--- src/rtl/dca_pkg.sv ---
// shared types and codes of the circular array deque
`default_nettype none

package dca_pkg;

    // field widths of the item and result
    localparam int IDX_W = 7;
    localparam int VAL_W = 32;

    // operation codes
    typedef enum logic [1:0] {
        OP_GET = 2'd0,
        OP_SET = 2'd1,
        OP_ADD = 2'd2,
        OP_REM = 2'd3
    } t_op;

    // result status codes
    typedef enum logic [1:0] {
        STAT_OK    = 2'd0,
        STAT_FULL  = 2'd1,
        STAT_RANGE = 2'd2
    } t_status;

    // controller states
    typedef enum logic {
        S_IDLE = 1'b0,
        S_READ = 1'b1
    } t_state;

    // command broadcast to every cell of the chain
    typedef enum logic [1:0] {
        CMD_NONE = 2'd0,
        CMD_INS  = 2'd1,
        CMD_REM  = 2'd2,
        CMD_SET  = 2'd3
    } t_cell_cmd;

    typedef struct packed {
        logic                    load_tap;
        t_cell_cmd               cmd;
        logic [IDX_W-1:0]        index;
        logic signed [VAL_W-1:0] value;
    } t_cell_ctl;

    // input item
    typedef struct packed {
        logic [1:0]              operation;
        logic [IDX_W-1:0]        index;
        logic signed [VAL_W-1:0] value;
    } t_item;

    // result item
    typedef struct packed {
        logic signed [VAL_W-1:0] read_value;
        logic [1:0]              status;
        logic [IDX_W-1:0]        count;
    } t_result;

endpackage

`default_nettype wire

--- src/rtl/dca_cell.sv ---
// one cell of the deque chain: one element in logical order plus one read tap
`default_nettype none

module dca_cell #(
    parameter int POS = 0
) (
    input  wire                          i_clk,
    input  wire dca_pkg::t_cell_ctl      i_ctl,
    input  wire logic signed [31:0]      i_left_data,
    input  wire logic signed [31:0]      i_right_data,
    input  wire logic signed [31:0]      i_right_tap,
    output logic signed [31:0]           o_data,
    output logic signed [31:0]           o_tap
);
    import dca_pkg::*;

    logic signed [VAL_W-1:0] r_data;
    logic signed [VAL_W-1:0] r_tap;
    logic signed [VAL_W-1:0] n_data;
    logic signed [VAL_W-1:0] n_tap;
    int                      idx;

    // element update: shift toward the back on insert, toward the front on remove, overwrite on set
    always_comb begin
        idx    = int'(i_ctl.index);
        n_data = r_data;
        unique case (i_ctl.cmd)
            CMD_INS: begin
                if (POS > idx) begin
                    n_data = i_left_data;
                end else if (POS == idx) begin
                    n_data = i_ctl.value;
                end
            end
            CMD_REM: begin
                if (POS >= idx) begin
                    n_data = i_right_data;
                end
            end
            CMD_SET: begin
                if (POS == idx) begin
                    n_data = i_ctl.value;
                end
            end
            default: begin
                n_data = r_data;
            end
        endcase
    end

    // read tap: snapshot of the old element, then moves one cell frontward a cycle
    always_comb begin
        n_tap = i_ctl.load_tap ? r_data : i_right_tap;
    end

    always_ff @(posedge i_clk) begin
        r_data <= n_data;
        r_tap  <= n_tap;
    end

    assign o_data = r_data;
    assign o_tap  = r_tap;

endmodule

`default_nettype wire

--- config.mk ---
export PLATFORM = sky130hd
export DESIGN_NAME = dca_cell
export DESIGN_NICKNAME = d
export VERILOG_FILES = /design/src/rtl/dca_pkg.sv /design/src/rtl/dca_cell.sv
export SDC_FILE = /design/constraint.sdc
export NUM_CORES = 1
export LEC_CHECK = 0
export BUFFER_PORTS_ARGS = -buffer_cell sky130_fd_sc_hd__clkbuf_2
export CAP_MARGIN = 20
export CORE_MARGIN = 1.5
export CORE_UTILIZATION = 32
export DETAILED_ROUTE_END_ITERATION = 7
export GPL_TIMING_DRIVEN = 1
export MAX_ROUTING_LAYER = met4
export PLACE_DENSITY = 0.64
export SLEW_MARGIN = 40
export SYNTH_ARGS = -nofsm -noshare
export SYNTH_HDL_FRONTEND = slang
export SYNTH_SLANG_ARGS = --single-unit
--- constraint.sdc ---
create_clock -name i_clk -period 2 [get_ports i_clk]
set_input_delay 0.2 -clock i_clk [delete_from_list [all_inputs] [get_ports i_clk]]
set_output_delay 0.2 -clock i_clk [all_outputs]
set_load 0.005 [all_outputs]
Word-level counts from Yosys, hierarchy flattened
Index checks and enable logic that the tools add are counted.
- eq/ne operators: 5
- order comparisons: 1
- bitwise logic cells: 0
- div/mod/pow operators: 0
- add/sub/neg operators: 0
- multipliers: 0
- multiplexer cells: 4
- reductions and logical operators: 4
- shift operators: 0
- operator list (kind ; count):
    2-to-1 mux 32 bit ; 3
    one-hot mux 32 bit (2 select lines) ; 1
    greater-or-equal comparator 1 x 7 -> 1 bit, first input constant ; 1
    zero test 7 bit ; 1
    equality test 2 bit, second input constant ; 2
    AND reduction 3 bit ; 1
    equality test 2 x 1 -> 1 bit, second input constant ; 1
    inequality test 2 x 1 -> 1 bit, second input constant ; 1
    inequality test 2 bit, second input constant ; 1
    nonzero test 2 bit ; 1
    OR reduction 2 bit ; 1
- latch bits: 0
- output and inout port bits: 64
- register bits after elaboration: 64
- RAM bits: 0
- memory bits (read-only): 0
- word-level logic and storage cells: 16
- memories kept: 0

Logic depth before layout (Yosys ltp)
Gate-level depths: netlist of the first run.
- word-level depth: 4
- gate-level depth with buffers: 3
- depth with buffers taken out: 2

Least setup slack after synthesis of the first run
Ideal clock, no wire load.
- path kind: input -> register
- start point: input i_ctl[35] in the netlist's numbering
- end point: register r_data[0], in the netlist o_data[0] (enable)
- setup slack: 0.389 ns
- cell stages on the path: 2
- required time: 1.613 ns
- path buffers: 0
- arrival: 1.224 ns
- library setup time: 0.387 ns
- cell sequence: nor4_1 o211a_1
- cells in the longest elaborated chain, start to end: 3
- elaborated cells between the ends (all ways): 5
- those cells by class: order compare: 1; eq/ne: 2; reduce/logical: 2
- ends and longest elaborated chain (what ; RTL line ; source):
    from (decl) ; dca_cell.sv:8 ; input wire dca_pkg::t_cell_ctl i_ctl,
    greater-or-equal comparator 1 x 7 -> 1 bit / zero test 7 bit (equally long branches) ; dca_cell.sv:36, dca_cell.sv:31, dca_cell.sv:41 ;
    inequality test 2 bit (no source line) / inequality test 2 x 1 -> 1 bit (equally long branches) ; - ;
    AND reduction 3 bit (no source line) * ; - ;
    to (signal assigned) ; dca_cell.sv:57 ; r_data <= n_data;
    to (decl) ; dca_cell.sv:17 ; logic signed [VAL_W-1:0] r_data;
Mark *: on every way between the ends. The rest lies on a longest branch, timed or not.
A chain may end at the register's enable or synchronous reset.

Worst setup path after layout of the first run
- start point: register r_data[25], in the netlist o_data[25]
- end point: output o_data[25]
- RTL lines (what ; RTL line ; source):
    to (decl) ; dca_cell.sv:12 ; output logic signed [31:0] o_data,
No word-level cell between the ends.

==> results of run 1 <==
## cell families after synthesis
kind of cell | share of synthesized area
AO/OA/AOI/OAI | 0.003733
buffers and inverters | 0.04340
flip-flops | 0.5973
multiplexers | 0.3514
AND/OR/NAND/NOR | 0.004199
## area by class of cell
type,instances,area [sq um],share of cell area
clock buffers,13,170.2,0.04499
clock inverters,3,15.01,0.003970
well taps,105,131.4,0.03473
repair buffers,175,900.9,0.2382
flip-flops and latches,64,1602,0.4234
multi-input cells,67,963.4,0.2547
## power breakdown
group	leakage [nW]	internal [mW]	switching (mW)
Clock	0.0983	0.554	0.459
Combinational	1.25	0.231	0.109
Sequential	0.558	1.42	0.0107
## metal layers
metal	wire length (um)	share of wire	track usage	vias up
met2	3011	0.51	0.2242	89
met4	82	0.014	0.06716	0
met3	415	0.070	0.03140	9
met1	2388	0.40	0.1567	848
li1	-	-	-	870
met5	0	0	-	-
## cell usage after synthesis, drive strengths merged
library cell,number,area [sq um]
nor3,1,5.000
edfxtp,32,960.9
o211a,1,10.01
buf,8,116.4
mux2,64,942.2
nor4,1,6.260
dfxtp,32,640.6
## stage by stage
step / instance area, sq um / hold slack (ps) / instances
floorplan: 2681 / 343.4 / 139
global placement: 3597 / 427.5 / 411
detailed placement: 3597 / 429.4 / 411
CTS: 3782 / 72.29 / 427
global route: 3782 / 64.48 / 427
finish: 3782 / 94.90 / 427
## registers in the layout (all words and copies together), names as in the netlist
register and cells:
o_data 32, o_tap 32
## worst paths after layout
check,start,to,cells past startpoint
worst max register to register,o_data[4],o_tap[4],1
worst min register to register,o_data[27],o_tap[27],1
worst min-delay path,i_right_tap[9],o_tap[9],2
worst max-delay path,o_data[25],o_data[25],1
==> reports/metrics.cfg, run 1 <==
[power]
leakagePower_nw=1.910
ir_drop_v=0.0003486
pwr_density_cell_nw_per_um2=736.2
p_total_mw=2.785

[cts]
htreeDepth=3
cts_hold_buf=0
root_buffer=clkbuf_8
cts_buffers=9
clkLatencyLatePin_ps=330
clock-sinks=64
clk_pin_slew_ps=70
clock_path_buffers=2
cts_post_setup_buffers_inserted=0
cts_tree=done
post_cts_resize_count=0

[worst_setup_path]
reg2reg_slack_ps=1220
cp_num_buf_inv=1
crit_path_top_delay_cell=edfxtp_1
cp.arrival_ps=860
cpLargestDelayFamily=flip-flops
crit_fanout=2
cp-start-kind=register
critical_path.cell_chain=clkbuf_2
slowest_delay_ps=410
end_kind=primary output
worstPathRequired_ps=1800
path_class=register to primary output

[cells_and_area]
antenna_cells=0
final_common_cell=clkbuf_2
final_util=0.4627
num-nets-final=456
area_delta_synth_final_pct=41.06
fill_cells=766
drive_above_1_share=0.7857
layout_common_cells=clkbuf_2 (170), mux2_4 (59), edfxtp_1 (32), dfxtp_1 (32), clkbuf_8 (10)

[sta]
slew_headroom=0.7402
hold_violations=0
finalSetupViolations=0
fmax_ghz=0.9405
fin_crit_sh=0.5316
slew_violations=0
worstMarginPinSlew_ps=389.7
min_period_ps=1063
fin_skew_ps=9.353
tns_ps=0
finalWorstSetupSlack_ps=936.7
grt_setup_unrepaired=no

[worst_hold_path]
hold_path_class=input pin to register

[flow_run]
drv_cap=0

[detailed_routing]
drtIter0Drc=22
viasPerCell=4.253
drt_first_pass_iters=4
vias=1816
wl_per_cell_um=13.81
final_antenna_net_count=0
totalWireLength_mm=5.897
drcViolationCount=0

[place]
portBuffers=170
dp_hpwl_mm=4.713
place_congestion=0.7672
dp_slack_ps=632.8

[synth]
avgSynthCellArea_sq_um=19.29
mappedNetlistArea_sq_um=2681
synth_nets=278
synth_seq_cells=64
netlist-cell-type-count=9
yosysSeqAreaShare=0.5973
yosys_warnings=0
postSynthCellCount=139

[floorplan]
dieArea_sq_um=8937
die_w_um=94.54
placeableCoreArea_sq_um=8175
die_h_um=94.54
start_util=0.3280
rows=33
num_io_pins=203

[global_route]
antenna_found_initial=0
grt_pass1_vias=1805
grt_overflow=0
grt_start_max_net_pins=33
grt_pass1_wl_mm=8.673
grt_usage=0.1365

[outcome]
status=complete, no violations

Power figures use the tool's default switching activity.
==> run 2, diff against run 1 <==
--- a/config.mk
+++ b/config.mk
@@ -5,6 +5,7 @@
 export SDC_FILE = /design/constraint.sdc
 export NUM_CORES = 1
 export LEC_CHECK = 0
+export ABC_AREA = 1
 export BUFFER_PORTS_ARGS = -buffer_cell sky130_fd_sc_hd__clkbuf_2
 export CAP_MARGIN = 20
 export CORE_MARGIN = 1.5
@@ -12,7 +13,7 @@
 export DETAILED_ROUTE_END_ITERATION = 7
 export GPL_TIMING_DRIVEN = 1
 export MAX_ROUTING_LAYER = met4
-export PLACE_DENSITY = 0.64
+export PLACE_DENSITY = 0.67
 export SLEW_MARGIN = 40
 export SYNTH_ARGS = -nofsm -noshare
 export SYNTH_HDL_FRONTEND = slang
==> constraint.sdc (replaced) <==
create_clock -name i_clk -period 0.9 [get_ports i_clk]
set_input_delay 0.09 -clock i_clk [delete_from_list [all_inputs] [get_ports i_clk]]
set_output_delay 0.09 -clock i_clk [all_outputs]
set_load 0.005 [all_outputs]
==> reports/metrics.cfg, run 2 <==
[synth]
avgSynthCellArea_sq_um=9.786
synth_xor_area_frac=0
postSynthCellCount=280
synth_nets=419
async_reset_ff_frac=0
synthTopCellsByArea=edfxtp_1 (35%), dfxtp_1 (23%), nand2_1 (15%), o21ai_2 (9.3%), inv_1 (4.7%)
synth_top_cell_area_share=0.3507
synth_compound_area_frac=0.09817
synth-adder-area-share=0
synthFlopType=edfxtp_1
synth_seq_cells=64
yosys.area.top_type=edfxtp_1
synth_most_common_cell=nand2_1
yosysSeqAreaShare=0.5845
netlist-cell-type-count=13
synth-edff-count=32
yosys_warnings=0
mappedNetlistArea_sq_um=2740
synth.area.mux_share=0
synth_top_family_by_area=simple AND/OR/NAND/NOR gates
synth_common_cells=nand2_1 (110), inv_1 (34), dfxtp_1 (32), edfxtp_1 (32), o21ai_2 (29)
synthSimpleGateAreaFrac=0.2037

[power]
leakagePower_nw=2.317
pwr_density_cell_nw_per_um2=1547
ir_drop_v=0.0005824

[floorplan]
num_io_pins=203
placeableCoreArea_sq_um=8258
dieArea_sq_um=9127
rows=33
start_util=0.3318
die_w_um=95.54
die_h_um=95.54

[worst_setup_path]
cpLargestDelayFamily=flip-flops
path_depth=1
end_kind=primary output
rr_endpoint=o_tap[22]
critical_path.cell_chain=clkbuf_2
crit_fanout=2
worstSetupEndpoint=o_data[11]
worstPathRequired_ps=810
reg2reg_slack_ps=20
crit_path_top_delay_cell=edfxtp_1
slowest_delay_ps=420
cp-start-kind=register
path_class=register to primary output
startpoint=o_data[11]
cp_num_buf_inv=1
cp.arrival_ps=900
r2r_start=o_data[22]
reg2regPathDepth=4

[cts]
clkLatencyLatePin_ps=340
htreeDepth=3
cts_tree=done
clk_pin_slew_ps=80
cts_buffers=9
root_buffer=clkbuf_8
clock_path_buffers=2
clock-sinks=64

[detailed_routing]
viasPerCell=4.262
vias=2638
final_antenna_net_count=0
totalWireLength_mm=7.594
drtIter0Drc=51
drt_first_pass_iters=4
drcViolationCount=0
wl_per_cell_um=12.27

[global_route]
grt_start_max_net_pins=35
grt_usage=0.1691
grt_pass1_wl_mm=11.19
grt_pass1_vias=2564
antenna_found_initial=0
grt_overflow=0

[sta]
grt_setup_unrepaired=yes
slew_headroom=0.7568
slew_violations=0
fin_crit_sh=1.099
worstMarginPinSlew_ps=364.8
hold_ws_ps=20.07
hold_violations=0
min_period_ps=988.8
finalSetupViolations=32
fmax_ghz=1.011
finalWorstSetupSlack_ps=-88.77
fin_skew_ps=14.95

[cells_and_area]
area_delta_synth_final_pct=63.38
antenna_cells=0
final_common_cell=clkbuf_2
drive_above_1_share=0.5253
layout.cells.non_filler=619
fill_cells=747
final_util=0.5421
num-nets-final=648
layout_common_cells=clkbuf_2 (165), nand2_1 (106), dlygate4sd3_1 (41)

[worst_hold_path]
hold_path_class=input pin to register
min-delay-start=i_right_data[8]

[place]
dp_slack_ps=-163.1
place_congestion=0.7945
dp_hpwl_mm=5.191
placed_cells=549
portBuffers=170

[outcome]
violations=setup timing
status=finished with violations

[flow_run]
drv_cap=0

## run 2: cell count changes after synthesis, sizes merged
| cell | delta |
|---|---|
| nand2 | +130 |
| mux2 | -64 |
| inv | +35 |
| o21ai | +32 |
| buf | +6 |
| nor2 | +4 |
| nand3 | +1 |
| nor3 | -1 |
| nor4 | -1 |
| o211a | -1 |
## run 2: stage by stage
stage | TNS (ps) | total power, mW | instance area, sq um
6_report | -1780 | 6.927 | 4477
4_1_cts | -2473 | 6.979 | 4347
3_3_place_gp | -5358 | 4.011 | 3700
2_1_floorplan | -11810 | 3.669 | 2759
5_1_grt | -3291 | 7.238 | 4477
3_5_place_dp | -6073 | 4.032 | 3700
## run 2: final cells by class
class	instances	area, sq um	share of cell area
sequential	64	1613	0.3603
timing repair buffer	232	1520	0.3396
multi-input combinational	167	849.6	0.1898
clock buffer	13	158.9	0.03549
inverter	35	138.9	0.03102
tap	105	131.4	0.02935
clock inverter	3	65.06	0.01453
## run 2: report_power, final
group	total, mW	internal (mW)	switching [mW]
combinational	0.933	0.520	0.413
clock	2.79	1.71	1.08
sequential	3.20	3.17	0.0299
## run 2: cell families after synthesis
| family | Yosys count |
|---|---|
| AO/OA/AOI/OAI | 32 |
| buffers and inverters | 49 |
| flip-flops | 64 |
| AND/OR/NAND/NOR | 135 |
## run 2: what timing repair did
action,in CTS,in global routing
hold endpoints to repair,38,1
hold buffers,40,1
resized for setup,0,19
cloned,0,0
setup endpoints to repair,32,41
buffers inserted,3,10
## run 2: routing by layer
metal / track usage / up-vias / routed length, um
li1: - / 1328 / -
met1: 0.1677 / 1173 / 2767
met2: 0.2917 / 110 / 4081
met3: 0.04625 / 27 / 453
met4: 0.1054 / 0 / 292
met5: - / - / 0
## run 2: worst min-delay path by stage
stage / to / cells after the start / slack [ps]
3_5_place_dp: o_tap[4] / 3 / 320
2_1_floorplan: o_tap[0] / 2 / 220
4_1_cts: o_data[6] / 3 / 1
6_report: o_data[8] / 3 / 20
3_3_place_gp: o_tap[14] / 3 / 310
5_1_grt: o_data[6] / 3 / 2
==> run 3, diff against run 2 <==
--- a/config.mk
+++ b/config.mk
@@ -12,7 +12,6 @@
 export CORE_UTILIZATION = 32
 export DETAILED_ROUTE_END_ITERATION = 7
 export GPL_TIMING_DRIVEN = 1
-export MAX_ROUTING_LAYER = met4
 export PLACE_DENSITY = 0.67
 export SLEW_MARGIN = 40
 export SYNTH_ARGS = -nofsm -noshare
==> reports/metrics.cfg, run 3 (synthesis gave the netlist of run 2 again) <==
[sta]
hold_ws_ps=20.16
fin_skew_ps=15.03
fmax_ghz=1.011
worstMarginPinSlew_ps=363.9
slew_violations=0
grt_setup_unrepaired=yes
finalSetupViolations=32
slew_headroom=0.7574
hold_violations=0
min_period_ps=989.3
finalWorstSetupSlack_ps=-89.33
fin_crit_sh=1.099

[detailed_routing]
viasPerCell=4.302
totalWireLength_mm=7.589
wl_per_cell_um=12.26
vias=2663
drt_first_pass_iters=4
drcViolationCount=0
final_antenna_net_count=0
drtIter0Drc=63

[place]
dp_hpwl_mm=5.191
dpl-instance-area_sq_um=3700
portBuffers=170
place_congestion=0.7837

[worst_setup_path]
r2r_start=o_data[24]
worstPathRequired_ps=810
reg2regPathDepth=4
cpLargestDelayFamily=flip-flops
path_class=register to primary output
startpoint=o_data[11]
rr_endpoint=o_tap[24]
cp.arrival_ps=900
cp-start-kind=register
cp_num_buf_inv=1
critical_path.cell_chain=clkbuf_2
crit_path_top_delay_cell=edfxtp_1
crit_fanout=2
slowest_delay_ps=420
reg2reg_slack_ps=20
end_kind=primary output

[global_route]
grt_usage=0.1641
grt_pass1_wl_mm=11.18
grt_pass1_vias=2567
grt_overflow=0
grt_start_max_net_pins=35
antenna_found_initial=0

[cells_and_area]
postLayoutCellArea_sq_um=4477
final_common_cell=clkbuf_2
num-nets-final=648
area_delta_synth_final_pct=63.38
layout_common_cells=clkbuf_2 (165), nand2_1 (106), dlygate4sd3_1 (41)
antenna_cells=0
drive_above_1_share=0.5253
fill_cells=747

[outcome]
status=finished with violations
violations=setup timing

[floorplan]
die_h_um=95.54
die_w_um=95.54
start_util=0.3318
dieArea_sq_um=9127
placeableCoreArea_sq_um=8258
rows=33
num_io_pins=203

[worst_hold_path]
hold_end=o_data[8]
hold_path_class=input pin to register
min-delay-start=i_right_data[8]
min_path_cells=3

[cts]
clkLatencyLatePin_ps=340
cts_tree=done
cts_buffers=9
clk_pin_slew_ps=80
clock_path_buffers=2
root_buffer=clkbuf_8
clock-sinks=64
htreeDepth=3

[power]
leakagePower_nw=2.317
ir_drop_v=0.0005854
pwr_density_cell_nw_per_um2=1547

[flow_run]
drv_cap=0

==> run 3: where the power goes <==
group          internal (mW)  total [mW]  switching, mW
registers               3.17        3.20         0.0298
logic                  0.520       0.933          0.414
clock network           1.71        2.79           1.08
total                   5.40        6.93           1.53
==> run 3: worst reg2reg max path, stage by stage, from the launching register on <==
cell      delay [ps]
edfxtp_1         410
buf_4            160
buf_6            110
nand2_2           60
o21ai_2           50
==> run 3: through the flow <==
| step | util | setup WS [ps] | total power, mW | cells | setup TNS (ps) |
|---|---|---|---|---|---|
| floorplan | - | -369.2 | 3.669 | 280 | -11810 |
| global placement | 0.4480 | -150.5 | 4.011 | 549 | -5358 |
| CTS | 0.5264 | -110.5 | 6.979 | 608 | -2473 |
| detailed placement | 0.4480 | -163.1 | 4.032 | 549 | -6073 |
| global route | 0.5421 | -133.4 | 7.233 | 619 | -3279 |
| finish | 0.5421 | -89.33 | 6.927 | 619 | -1721 |
==> run 3: worst max-delay path by stage <==
stage / end / slack [ps] / cells after the start
final: o_data[11] / -90 / 1
after global routing: o_data[11] / -130 / 1
after CTS: o_data[11] / -110 / 1
after detailed placement: o_data[15] / -160 / 5
after global placement: o_data[17] / -150 / 5
after floorplan: o_data[0] / -370 / 5
==> run 3: layer usage <==
metal	vias up	track usage	routed length [um]
met3	31	0.04864	467
met4	0	0.1054	312
met1	1191	0.1657	2753
met2	112	0.2917	4055
met5	-	0	0
li1	1329	-	-
==> run 3: what timing repair did <==
action                     in CTS  in global routing
gates resized for setup         0                 19
hold endpoints to repair       38                  1
hold buffers                   40                  1
setup endpoints to repair      32                 41
buffers inserted                3                 10
==> run 3: area by class of cell <==
type	instances	area [sq um]	area share
Sequential cell	64	1613	0.3603
Clock inverter	3	65.06	0.01453
Clock buffer	13	158.9	0.03549
Inverter	35	138.9	0.03102
Tap cell	105	131.4	0.02935
Multi-Input combinational cell	167	849.6	0.1898
Timing Repair Buffer	232	1520	0.3396
